==> config.mk <==
export PLATFORM = sky130hd
export DESIGN_NAME = periodic_timer_bank
export DESIGN_NICKNAME = d
export VERILOG_FILES = /design/src/design/ptb_pkg.sv /design/src/design/periodic_timer_bank.sv
export SDC_FILE = /design/constraint.sdc
export NUM_CORES = 1
export LEC_CHECK = 0
export BUFFER_PORTS_ARGS = -buffer_cell sky130_fd_sc_hd__buf_2
export CAP_MARGIN = 20
export CORE_MARGIN = 1
export CORE_UTILIZATION = 60
export DETAILED_ROUTE_END_ITERATION = 8
export PLACE_DENSITY = 0.79
export SLEW_MARGIN = 20
export SYNTH_ARGS = -nofsm -noshare
export SYNTH_HDL_FRONTEND = slang
export SYNTH_SLANG_ARGS = --single-unit
==> constraint.sdc <==
create_clock -name clk -period 8.32 [get_ports clk]
set_input_delay 0.416 -clock clk [delete_from_list [all_inputs] [get_ports clk]]
set_output_delay 0.416 -clock clk [all_outputs]
set_load 0.005 [all_outputs]
==> src/design/ptb_pkg.sv <==
package ptb_pkg;

    typedef enum logic [1:0] {
        ACT_CREATE = 2'd0,
        ACT_START  = 2'd1,
        ACT_STOP   = 2'd2,
        ACT_TICK   = 2'd3
    } action_t;

    typedef enum logic [1:0] {
        KIND_CREATED = 2'd0,
        KIND_EXPIRED = 2'd1,
        KIND_ACK     = 2'd2,
        KIND_IDLE    = 2'd3
    } kind_t;

    typedef enum logic {
        ST_IDLE  = 1'b0,
        ST_SWEEP = 1'b1
    } state_t;

endpackage

==> src/design/periodic_timer_bank.sv <==
// create, start and stop: one result in the cycle after the transfer; busy stays low,
// so one of these items can be taken every cycle
// tick: busy until the sweep is done; the shared decrementer visits one
// allocated slot per cycle, behind the registered read of the count and period memories
// results are strobed on done for one cycle each; the receiver cannot stall
// reset clears control state, running bits and the allocation count; memories are not cleared
module periodic_timer_bank #(
    parameter int SLOT_COUNT  = 10,
    parameter int COUNT_WIDTH = 32
) (
    input  logic        clk,
    input  logic        rst_n,
    input  logic        start,
    output logic        busy,
    input  logic [1:0]  action,
    input  logic [3:0]  timer_index,
    input  logic [31:0] period_ms,
    output logic        done,
    output logic [1:0]  kind,
    output logic [3:0]  slot_id,
    output logic        bank_full,
    output logic        bad_index,
    output logic        last
);

    localparam int IDX_W = (SLOT_COUNT > 1) ? $clog2(SLOT_COUNT) : 1;
    localparam int CNT_W = $clog2(SLOT_COUNT + 1);

    ptb_pkg::state_t state_reg, state_next;

    logic [CNT_W-1:0]      alloc_reg, alloc_next;
    logic [CNT_W-1:0]      scan_reg, scan_next;
    logic [SLOT_COUNT-1:0] running_reg, running_next;
    logic                  rd_valid_reg, rd_valid_next;
    logic [IDX_W-1:0]      rd_slot_reg, rd_slot_next;
    logic                  pend_valid_reg, pend_valid_next;
    logic [IDX_W-1:0]      pend_slot_reg, pend_slot_next;

    logic                  done_reg, done_next;
    ptb_pkg::kind_t        kind_reg, kind_next;
    logic [3:0]            slot_reg, slot_next;
    logic                  full_reg, full_next;
    logic                  bad_reg, bad_next;
    logic                  last_reg, last_next;

    logic [COUNT_WIDTH-1:0] rem_mem [SLOT_COUNT];
    logic [COUNT_WIDTH-1:0] rel_mem [SLOT_COUNT];
    logic [COUNT_WIDTH-1:0] rem_q, rel_q;
    logic                   rem_we, rel_we;
    logic [IDX_W-1:0]       rem_waddr;
    logic [COUNT_WIDTH-1:0] rem_wdata;

    logic                   accept;
    logic                   scan_live;
    logic                   issue_rd;
    logic [IDX_W-1:0]       rd_addr;
    logic [COUNT_WIDTH-1:0] dec;
    logic                   expire;
    logic                   sweep_done;
    logic [COUNT_WIDTH-1:0] period_w;
    ptb_pkg::action_t       act;

    assign act        = ptb_pkg::action_t'(action);
    assign busy       = (state_reg != ptb_pkg::ST_IDLE);
    assign accept     = start && !busy;
    assign period_w   = COUNT_WIDTH'(period_ms);
    assign rd_addr    = scan_reg[IDX_W-1:0];
    assign scan_live  = (scan_reg < alloc_reg);
    assign issue_rd   = scan_live && running_reg[rd_addr];
    assign dec        = rem_q - COUNT_WIDTH'(1);
    assign expire     = rd_valid_reg && (dec == '0);
    assign sweep_done = (state_reg == ptb_pkg::ST_SWEEP) && !scan_live && !rd_valid_reg;

    // count and period memories, read data registered
    always_ff @(posedge clk)
    begin
        if (rem_we)
        begin
            rem_mem[rem_waddr] <= rem_wdata;
        end
        rem_q <= rem_mem[rd_addr];
    end

    always_ff @(posedge clk)
    begin
        if (rel_we)
        begin
            rel_mem[alloc_reg[IDX_W-1:0]] <= period_w;
        end
        rel_q <= rel_mem[rd_addr];
    end

    always_comb
    begin
        state_next = state_reg;
        unique case (state_reg)
            ptb_pkg::ST_IDLE:
            begin
                if (accept && act == ptb_pkg::ACT_TICK)
                begin
                    state_next = ptb_pkg::ST_SWEEP;
                end
            end
            ptb_pkg::ST_SWEEP:
            begin
                if (sweep_done)
                begin
                    state_next = ptb_pkg::ST_IDLE;
                end
            end
            default:
            begin
                state_next = ptb_pkg::ST_IDLE;
            end
        endcase
    end

    always_comb
    begin
        alloc_next      = alloc_reg;
        scan_next       = scan_reg;
        running_next    = running_reg;
        rd_valid_next   = 1'b0;
        rd_slot_next    = rd_slot_reg;
        pend_valid_next = pend_valid_reg;
        pend_slot_next  = pend_slot_reg;
        done_next       = 1'b0;
        kind_next       = ptb_pkg::KIND_IDLE;
        slot_next       = '0;
        full_next       = 1'b0;
        bad_next        = 1'b0;
        last_next       = 1'b0;
        rem_we          = 1'b0;
        rel_we          = 1'b0;
        rem_waddr       = alloc_reg[IDX_W-1:0];
        rem_wdata       = period_w;

        unique case (state_reg)
            ptb_pkg::ST_IDLE:
            begin
                if (accept)
                begin
                    unique case (act)
                        ptb_pkg::ACT_CREATE:
                        begin
                            done_next = 1'b1;
                            last_next = 1'b1;
                            kind_next = ptb_pkg::KIND_CREATED;
                            if (int'(alloc_reg) < SLOT_COUNT)
                            begin
                                rem_we     = 1'b1;
                                rel_we     = 1'b1;
                                slot_next  = 4'(alloc_reg);
                                alloc_next = alloc_reg + CNT_W'(1);
                                for (int i = 0; i < SLOT_COUNT; i++)
                                begin
                                    if (int'(alloc_reg) == i)
                                    begin
                                        running_next[i] = 1'b0;
                                    end
                                end
                            end
                            else
                            begin
                                full_next = 1'b1;
                            end
                        end
                        ptb_pkg::ACT_START, ptb_pkg::ACT_STOP:
                        begin
                            done_next = 1'b1;
                            last_next = 1'b1;
                            kind_next = ptb_pkg::KIND_ACK;
                            if (int'(timer_index) >= SLOT_COUNT)
                            begin
                                bad_next = 1'b1;
                            end
                            else
                            begin
                                for (int i = 0; i < SLOT_COUNT; i++)
                                begin
                                    if (int'(timer_index) == i)
                                    begin
                                        running_next[i] = (act == ptb_pkg::ACT_START);
                                    end
                                end
                            end
                        end
                        ptb_pkg::ACT_TICK:
                        begin
                            scan_next       = '0;
                            pend_valid_next = 1'b0;
                        end
                        default:
                        begin
                            scan_next = '0;
                        end
                    endcase
                end
            end
            ptb_pkg::ST_SWEEP:
            begin
                // read slot scan while slot rd_slot is written back
                rd_valid_next = issue_rd;
                rd_slot_next  = rd_addr;
                if (scan_live)
                begin
                    scan_next = scan_reg + CNT_W'(1);
                end
                if (rd_valid_reg)
                begin
                    rem_we    = 1'b1;
                    rem_waddr = rd_slot_reg;
                    rem_wdata = expire ? rel_q : dec;
                end
                // hold back each expiry until the next one shows whether it is the last
                if (expire)
                begin
                    pend_valid_next = 1'b1;
                    pend_slot_next  = rd_slot_reg;
                    if (pend_valid_reg)
                    begin
                        done_next = 1'b1;
                        kind_next = ptb_pkg::KIND_EXPIRED;
                        slot_next = 4'(pend_slot_reg);
                    end
                end
                if (sweep_done)
                begin
                    done_next       = 1'b1;
                    last_next       = 1'b1;
                    pend_valid_next = 1'b0;
                    if (pend_valid_reg)
                    begin
                        kind_next = ptb_pkg::KIND_EXPIRED;
                        slot_next = 4'(pend_slot_reg);
                    end
                end
            end
            default:
            begin
                rd_valid_next = 1'b0;
            end
        endcase
    end

    always_ff @(posedge clk or negedge rst_n)
    begin
        if (!rst_n)
        begin
            state_reg      <= ptb_pkg::ST_IDLE;
            alloc_reg      <= '0;
            scan_reg       <= '0;
            running_reg    <= '0;
            rd_valid_reg   <= 1'b0;
            pend_valid_reg <= 1'b0;
            done_reg       <= 1'b0;
        end
        else
        begin
            state_reg      <= state_next;
            alloc_reg      <= alloc_next;
            scan_reg       <= scan_next;
            running_reg    <= running_next;
            rd_valid_reg   <= rd_valid_next;
            pend_valid_reg <= pend_valid_next;
            done_reg       <= done_next;
        end
    end

    always_ff @(posedge clk)
    begin
        rd_slot_reg   <= rd_slot_next;
        pend_slot_reg <= pend_slot_next;
        kind_reg      <= kind_next;
        slot_reg      <= slot_next;
        full_reg      <= full_next;
        bad_reg       <= bad_next;
        last_reg      <= last_next;
    end

    assign done      = done_reg;
    assign kind      = kind_reg;
    assign slot_id   = slot_reg;
    assign bank_full = full_reg;
    assign bad_index = bad_reg;
    assign last      = last_reg;

`ifndef ASSERT_OFF
    a_alloc_bound: assert property (@(posedge clk) disable iff (!rst_n)
        int'(alloc_reg) <= SLOT_COUNT)
        else $error("allocation count beyond bank size");

    a_single_result: assert property (@(posedge clk) disable iff (!rst_n)
        start && !busy && action != ptb_pkg::ACT_TICK |=> done && last_reg && !busy)
        else $error("create, start or stop did not give one final result");

    a_nonlast_expiry: assert property (@(posedge clk) disable iff (!rst_n)
        done && !last_reg |-> kind_reg == ptb_pkg::KIND_EXPIRED && busy)
        else $error("non-final result that is not an expiry during a sweep");

    a_read_in_sweep: assert property (@(posedge clk) disable iff (!rst_n)
        rd_valid_reg |-> busy && $past(busy))
        else $error("memory read outside a sweep");
`endif

endmodule
==> flow_metrics.tcl, run 1 <==
set metrics [dict create \
    first_iter_violations 1520 \
    yosysTopAreaCellShare_pct 66.90 \
    synth_top_family_by_area "multiplexers" \
    powerDensity_nw_per_um2 317.2 \
    clock_sinks 743 \
    synth_nets 1657 \
    grt_pass1_wl_um 93650 \
    hold_path_class "in2reg" \
    dr_wl_met2_um 31450 \
    place_area_um2 30050 \
    drt_wl_total_um 62060 \
    io_buffers 51 \
    ys_seq_elements 743 \
    synth_compound_area_share_pct 4.499 \
    path_cells "or4_1, or4_1, or3_1, xor2_1, or4b_4, nor4_4, buf_4, mux2i_1, a21oi_1" \
    syn_inst 1603 \
    fin_util_pct 67.81 \
    synth_most_common_cell "edfxtp_1" \
    worst_pin_slew_ps 997.0 \
    rsz0062_at_grt "no" \
    globalplace.congestion 0.9459 \
    yosys_warnings 0 \
    yosys.area_share.simple_pct 5.325 \
    swShare_pct 28.86 \
    nets 1719 \
    path_buf_inv 1 \
    tritoncts "yes" \
    fin_hold_ws_ps 124.5 \
    async_flop_share_pct 2.961 \
    viasPerCell 6.468 \
    p_switching_w 0.002964 \
    clkPwrFrac_pct 31.1 \
    ys.flop_type "edfxtp_1" \
    ys_top_cells_by_count "edfxtp_1, mux4_2, mux2i_1" \
    yosysTopAreaCell "edfxtp_1" \
    synthMuxAreaShare_pct 13.58 \
    fp.dieH_um 222.2 \
    cts_buffer_depth 3 \
    initial_core_util_pct 60.92 \
    clk_pin_slew_ps 60 \
    cp-start-kind "flop" \
    synth_edf_count 648 \
    insertion_delay_ps 610 \
    critPathMaxFanout 18 \
    dp_hpwl_um 35080 \
    cts_resized 0 \
    slowest_delay_ps 640 \
    hold_viol 0 \
    fillers 2899 \
    peakVddDrop_uv 271.0 \
    min_period_ps 4286 \
    fmax_mhz 233.3 \
    fin_crit_sh_pct 51.52 \
    antenna_cells 0 \
    synthXorXnorAreaFrac_pct 0.9033 \
    slew_viol_final 0 \
    critPathArrivalTime_ps 4580 \
    synth_cell_types 56 \
    slew_headroom_pct 33.53 \
    synthAdderAreaFrac_pct 0.5592 \
    p_leak_nw 10.52 \
    synth_area_leaders "edfxtp_1, mux4_2, dfxtp_1, mux2i_1, dfrtp_1" \
    drive_above_1_share_pct 20.64 \
    syn_area_per_cell_um2 18.15 \
    final_cell_area_um2 32380 \
    grt_max_degree 82 \
    drc_errors 0 \
    drv_cap 0 \
    crit_slowest_cell "or4_1" \
    wire_per_inst_um 26.58 \
    area_delta_synth_final_pct 11.31 \
    critical_path_class "reg2reg" \
    cp_common_cell "or4_1" \
    drtPass1Iterations 5 \
    dieArea_um2 49360 \
    first_global_vias 15210 \
    fin_tns_setup_ps 0 \
    combPwrFrac_pct 22.0 \
    vias 15100 \
    r2r_slack_ps 4030 \
    wl_met3_um 4539 \
    p_seq_share_pct 46.9 \
    antenna_found_initial 0 \
    overflow 0 \
    top_layer_used "met4" \
    status "finished, final reports clean" \
    cts_buffers 70 \
    core_area_um2 47750 \
    clock-root-buffer "clkbuf_16" \
    path_delay_family "simple AND/OR/NAND/NOR gates" \
    grt.total_usage_pct 25.83 \
    ant_nets 0 \
    io_pins 52 \
    fin_skew_ps 22.64 \
    internal-power_w 0.007305 \
    syn-cell-area_um2 29090 \
    num_rows 80 \
    ys_seq_area_share_pct 73.81 \
    wl_met1_um 24960 \
    fp.dieW_um 222.2 \
    htree_levels 3 \
    critPathRequiredTime_ps 8620 \
    critPathCaptureType "flop" \
    setup_viol 0 \
]
-- path summary, 6_finish.rpt --
kind / from / to / depth (start not counted)
setup / recovery: rem_q[14] / rem_mem[9][0] / 9
setup reg to reg: rem_q[14] / rem_mem[9][0] / 9
hold reg to reg: pend_slot_reg[2] / slot_id[2] / 1
max in group asynchronous: rst_n / rd_addr[1] / 2
min in group asynchronous: rst_n / running_reg[3] / 2
hold / removal: period_ms[7] / rel_mem[0][7] / 1
-- cell families after synthesis --
kind of cell	Yosys count
flops	743
simple gates	283
mux	231
compound gates	207
buf+inv	96
xor+xnor	30
fa+ha+maj	13
-- through the flow --
stage               instances  power [W]  worst slack, ps
finish                   2335    0.01027             4034
global placement         2207   0.007076             4282
global route             2335    0.01066             3869
detailed placement       2207   0.007126             4152
CTS                      2335    0.01032             4115
floorplan                1603   0.006420             4677
-- cell type report --
| type | count | area, um2 | area share, % |
|---|---|---|---|
| repair buffers | 72 | 427.9 | 1.322 |
| clock inverters | 29 | 326.6 | 1.009 |
| inverters | 14 | 52.55 | 0.1623 |
| multi-input cells | 764 | 7325 | 22.62 |
| well taps | 615 | 769.5 | 2.377 |
| clock buffers | 98 | 1991 | 6.148 |
| flip-flops and latches | 743 | 21490 | 66.36 |
-- layer usage --
layer / vias up / track usage, %
met3: 92 / 4.364
met2: 612 / 42.65
met1: 7856 / 35.80
li1: 6542 / -
met5: - / 0
met4: 0 / 7.661
-- power by group through the flow --
stage / registers [W] / clock network [W] / logic [W]
CTS: 0.00481 / 0.00323 / 0.00228
floorplan: 0.00457 / 0 / 0.00185
detailed placement: 0.00488 / 0 / 0.00224
finish: 0.00482 / 0.00319 / 0.00226
global route: 0.00485 / 0.00336 / 0.00245
global placement: 0.00488 / 0 / 0.00220
-- cells in the final DEF (no fill, tap or decap), types with 19 or more instances in the layout --
cell type / instances
a21oi_1: 76
a211oi_1: 65
nor2b_1: 68
buf_2: 51
buf_4: 19
o21ai_1: 24
dfxtp_1: 73
nor2_1: 30
mux4_2: 130
mux2i_1: 91
edfxtp_1: 648
clkbuf_16: 73
nand2_1: 74
-- repair_timing --
action / 4_1_cts / 5_1_grt
hold buffers: 1 / 0
buffers inserted: 0 / 0
endpoints found under the hold margin: 22 / 0
(Power assumes the default switching activity.)
==> inputs of run 2 (changes only) <==
- clock period: 8.32 -> 4.2 ns (I/O delays scaled with it)
==> flow_metrics.tcl, run 2 (synthesized netlist as in run 1, its figures left out) <==
set metrics [dict create \
    cp-start-kind "flop" \
    fin_skew_ps 28.75 \
    htree_levels 3 \
    mostFrequentLayoutCells "edfxtp_1, mux4_2, mux2i_1, a21oi_1, nand2_1" \
    viasPerCell 6.380 \
    status "finished, final reports clean" \
    final_common_cell "edfxtp_1" \
    fp.dieW_um 222.2 \
    overflow 0 \
    finalWorstSetupSlack_ps 147.6 \
    tritoncts "yes" \
    clk_pin_slew_ps 60 \
    place_area_um2 30180 \
    fin_crit_sh_pct 96.49 \
    first_iter_violations 1528 \
    io_buffers 51 \
    fin_hold_ws_ps 34.02 \
    wire_per_inst_um 26.17 \
    hold_path_class "in2reg" \
    cts_buffer_depth 3 \
    fin_tns_setup_ps 0 \
    fp.dieH_um 222.2 \
    timing.rr.start "rem_q[14]" \
    critPathCaptureType "flop" \
    setup_viol 0 \
    drt_wl_total_um 62320 \
    dp_hpwl_um 33900 \
    drive_above_1_share_pct 21.91 \
    hold_depth 4 \
    worst_pin_slew_ps 1094 \
    final_cell_area_um2 33060 \
    antenna_cells 0 \
    peakVddDrop_uv 453.0 \
    insertion_delay_ps 620 \
    num_rows 80 \
    final_cells 2381 \
    place_ws_ps 28.48 \
    post_cts_buffers 0 \
    critPathRequiredTime_ps 4500 \
    drv_cap 0 \
    hold_start "action[0]" \
    critPathArrivalTime_ps 4350 \
    place_inst 2214 \
    min_period_ps 4052 \
    critical_path_class "reg2reg" \
    powerDensity_nw_per_um2 628.0 \
    p_leak_nw 10.82 \
    r2r_cells 9 \
    slew_headroom_pct 27.06 \
    dieArea_um2 49360 \
    clock-root-buffer "clkbuf_16" \
    cts_buffers 71 \
    whs_endpoint "kind[0]" \
    drtPass1Iterations 5 \
    grt_pass1_wl_um 93870 \
    critPathMaxFanout 18 \
    first_global_vias 15350 \
    grt_max_degree 136 \
    slew_viol_final 0 \
    core_area_um2 47750 \
    clock_sinks 743 \
    io_pins 52 \
    grt.total_usage_pct 25.87 \
    drc_errors 0 \
    initial_core_util_pct 60.92 \
    globalplace.congestion 0.8519 \
    timing.rr.end "rem_mem[2][17]" \
    nets 1762 \
    r2r_slack_ps 150 \
    vias 15190 \
    fmax_mhz 246.8 \
    hold_viol 0 \
    area_delta_synth_final_pct 13.65 \
    antenna_found_initial 0 \
    ant_nets 0 \
]
## run 2: repair_timing
action / in CTS / in global routing
gates resized for setup: 1 / 18
endpoints found under the hold margin: 345 / 0
hold buffers: 36 / 0
endpoints found under the setup margin: 10 / 220
## run 2: area by class of cell
class	count	area, um2
Sequential cell	743	21490
Fill cell	2820	14690
Multi-Input combinational cell	764	7396
Clock buffer	97	1996
Timing Repair Buffer	114	909.6
Tap cell	615	769.5
Clock inverter	34	450.4
Inverter	14	52.55
## run 2: layer usage
layer  vias to the layer above  part of all wire (%)  GRT usage, %
met1                      7788                    40         36.14
met3                        97                   8.5         5.739
li1                       6617                     -             -
met2                       688                    49         41.00
met4                         0                   2.1         8.513
met5                         -                     0             0
## run 2: how the worst max path moves through the flow
stage / to / cells after the start / slack (ps) / start
3_5_place_dp: rem_mem[8][4] / 9 / 30 / rem_q[14]
6_report: rem_mem[2][17] / 9 / 150 / rem_q[14]
4_1_cts: rem_mem[6][21] / 9 / 40 / rem_q[14]
5_1_grt: rem_mem[6][16] / 9 / -20 / rem_q[14]
2_1_floorplan: rem_mem[0][13] / 9 / 560 / rem_q[14]
3_3_place_gp: rem_mem[0][4] / 9 / 200 / rem_q[14]
## run 2: metrics by stage
step                util, %  total power (W)
detailed placement    63.20          0.01415
floorplan                 -          0.01272
CTS                   69.09          0.02082
finish                69.24          0.02076
global route          69.24          0.02155
global placement      63.20          0.01407
## run 2: power by group
part | switching (W) | leakage [nW] | internal [W]
Combinational | 0.00269 | 2.91 | 0.00218
Clock | 0.00272 | 1.20 | 0.00392
Sequential | 0.000581 | 6.71 | 0.00868
## run 2: critical path, cell delays in order, from the launching register on
cell     delay (ps)
dfxtp_1         360
or4_1           580
or4_1           400
or3_1           390
xor2_2          240
or4b_4          500
nor4_4          360
buf_12          230
mux2i_1          90
o21ai_1         570
==> inputs of run 3 (changes only) <==
- CORE_UTILIZATION: 60 -> 55
- PLACE_DENSITY: 0.79 -> 0.73
==> flow_metrics.tcl, run 3 (synthesized netlist as in run 1, its figures left out) <==
set metrics [dict create \
    grt_max_degree 136 \
    wire_per_inst_um 25.20 \
    io_pins 52 \
    clock_sinks 743 \
    wl_met3_um 4265 \
    place_area_um2 30260 \
    cts_buffer_depth 3 \
    fin_crit_sh_pct 97.06 \
    area_delta_synth_final_pct 13.69 \
    status "finished, final reports clean" \
    min_period_ps 4076 \
    critical_path_class "reg2reg" \
    drv_cap 0 \
    clock-root-buffer "clkbuf_16" \
    grt.total_usage_pct 23.67 \
    antenna_found_initial 0 \
    crit_slowest_cell "or4_1" \
    fin_skew_ps 16.27 \
    slew_headroom_pct 31.17 \
    dr_wl_met2_um 30290 \
    first_global_vias 15300 \
    num_rows 83 \
    drc_errors 0 \
    drt_wl_total_um 61840 \
    nets 1768 \
    first_iter_violations 1502 \
    worst_pin_slew_ps 1033 \
    viasPerCell 6.133 \
    hold_viol 0 \
    finalWorstSetupSlack_ps 123.6 \
    hold_path_class "in2reg" \
    globalplace.congestion 0.8593 \
    ant_nets 0 \
    critPathMaxFanout 32 \
    cts_buffers 73 \
    critPathCaptureType "flop" \
    final_common_cell "edfxtp_1" \
    cp-start-kind "flop" \
    mostFrequentLayoutCells "edfxtp_1, mux4_2, mux2i_1, clkbuf_16, nand2_1" \
    initial_core_util_pct 56.13 \
    core_area_um2 51820 \
    vias 15050 \
    top_layer_used "met4" \
    wl_met1_um 26210 \
    io_buffers 51 \
    fillers 3502 \
    powerDensity_nw_per_um2 620.0 \
    place_ws_ps 95.01 \
    dieArea_um2 53810 \
    final_cell_area_um2 33070 \
    fmax_mhz 245.3 \
    drtPass1Iterations 5 \
    insertion_delay_ps 610 \
    seq_area_um2 21490 \
    drive_above_1_share_pct 21.76 \
    rsz0062_at_grt "no" \
    clk_pin_slew_ps 60 \
    slowest_delay_ps 580 \
    slew_viol_final 0 \
    fp.dieW_um 232.0 \
    critPathRequiredTime_ps 4510 \
    grt_pass1_wl_um 93150 \
    tritoncts "yes" \
    fp.dieH_um 232.0 \
    htree_levels 3 \
    overflow 0 \
    dp_hpwl_um 33640 \
    p_leak_nw 10.80 \
    fin_tns_setup_ps 0 \
    cp_common_cell "or4_1" \
    critPathArrivalTime_ps 4390 \
    antenna_cells 0 \
    multi_input_area_um2 7392 \
    peakVddDrop_uv 436.3 \
    setup_viol 0 \
    path_cells "or4_1, or4_1, or3_1, xor2_1, or4b_4, nor4_4, buf_12, mux2i_1, o21ai_1" \
]
[run 3: changes by cell type in the layout (fill, tap and decap cells not counted), sizes merged]
cell,previous run,this run
clkinvlp,2,1
bufinv,9,1
clkinv,20,12
inv,17,16
buf,78,82
clkbuf,97,119
[run 3: per-stage QoR]
stage | utilization (%) | cells | hold WS [ps] | power (W)
2_1_floorplan | - | 1603 | -85.59 | 0.01272
3_3_place_gp | 58.40 | 2283 | 199.4 | 0.01414
3_5_place_dp | 58.40 | 2283 | 214.7 | 0.01421
4_1_cts | 63.69 | 2454 | 11.27 | 0.02059
5_1_grt | 63.82 | 2454 | 64.67 | 0.02132
6_report | 63.82 | 2454 | 28.18 | 0.02050
[run 3: worst paths after layout]
path                                 from                to  slack [ps]  cells after the start
min reg2reg                rd_slot_reg[0]  pend_slot_reg[0]         470                      0
max                             rem_q[14]    rem_mem[8][19]         120                      9
max reg2reg                     rem_q[14]    rem_mem[8][19]         120                      9
max in group asynchronous           rst_n        rd_addr[2]        3700                      2
min in group asynchronous           rst_n    running_reg[4]         110                      2
min                             action[0]           kind[0]          30                      4
[run 3: final cells by class]
cell class | instances | area share [%]
flip-flops and latches | 743 | 64.97
multi-input cells | 764 | 22.35
clock buffers | 119 | 6.856
repair buffers | 118 | 2.754
well taps | 680 | 2.573
clock inverters | 16 | 0.3367
inverters | 14 | 0.1589
[run 3: critical path, delay by kind of cell, from the launching register on]
family / cells / cell delay [ps]
AOI/OAI and AO/OA: 1 / 490
xor gates and xnor gates: 1 / 270
buffers and inverters: 1 / 310
DFF: 1 / 380
muxes: 1 / 130
and+or+nand+nor: 5 / 2200
[run 3: where the power goes]
| group | switching, W | total, W | internal, W |
|---|---|---|---|
| clock | 0.00263 | 0.00639 | 0.00376 |
| sequential | 0.000606 | 0.00929 | 0.00868 |
| combinational | 0.00266 | 0.00483 | 0.00217 |
| total | 0.00589 | 0.0205 | 0.0146 |
[run 3: layer usage]
metal,up-vias,global-route usage [%]
li1,6630,-
met1,7790,33.45
met5,-,0
met2,543,38.32
met4,0,6.600
met3,87,4.003
[run 3: timing repair]
action | 4_1_cts | 5_1_grt
hold buffers | 36 | 0
resized for setup | 0 | 18
endpoints found under the hold margin | 345 | 0
endpoints found under the setup margin | 0 | 169
buffers inserted | 0 | 0
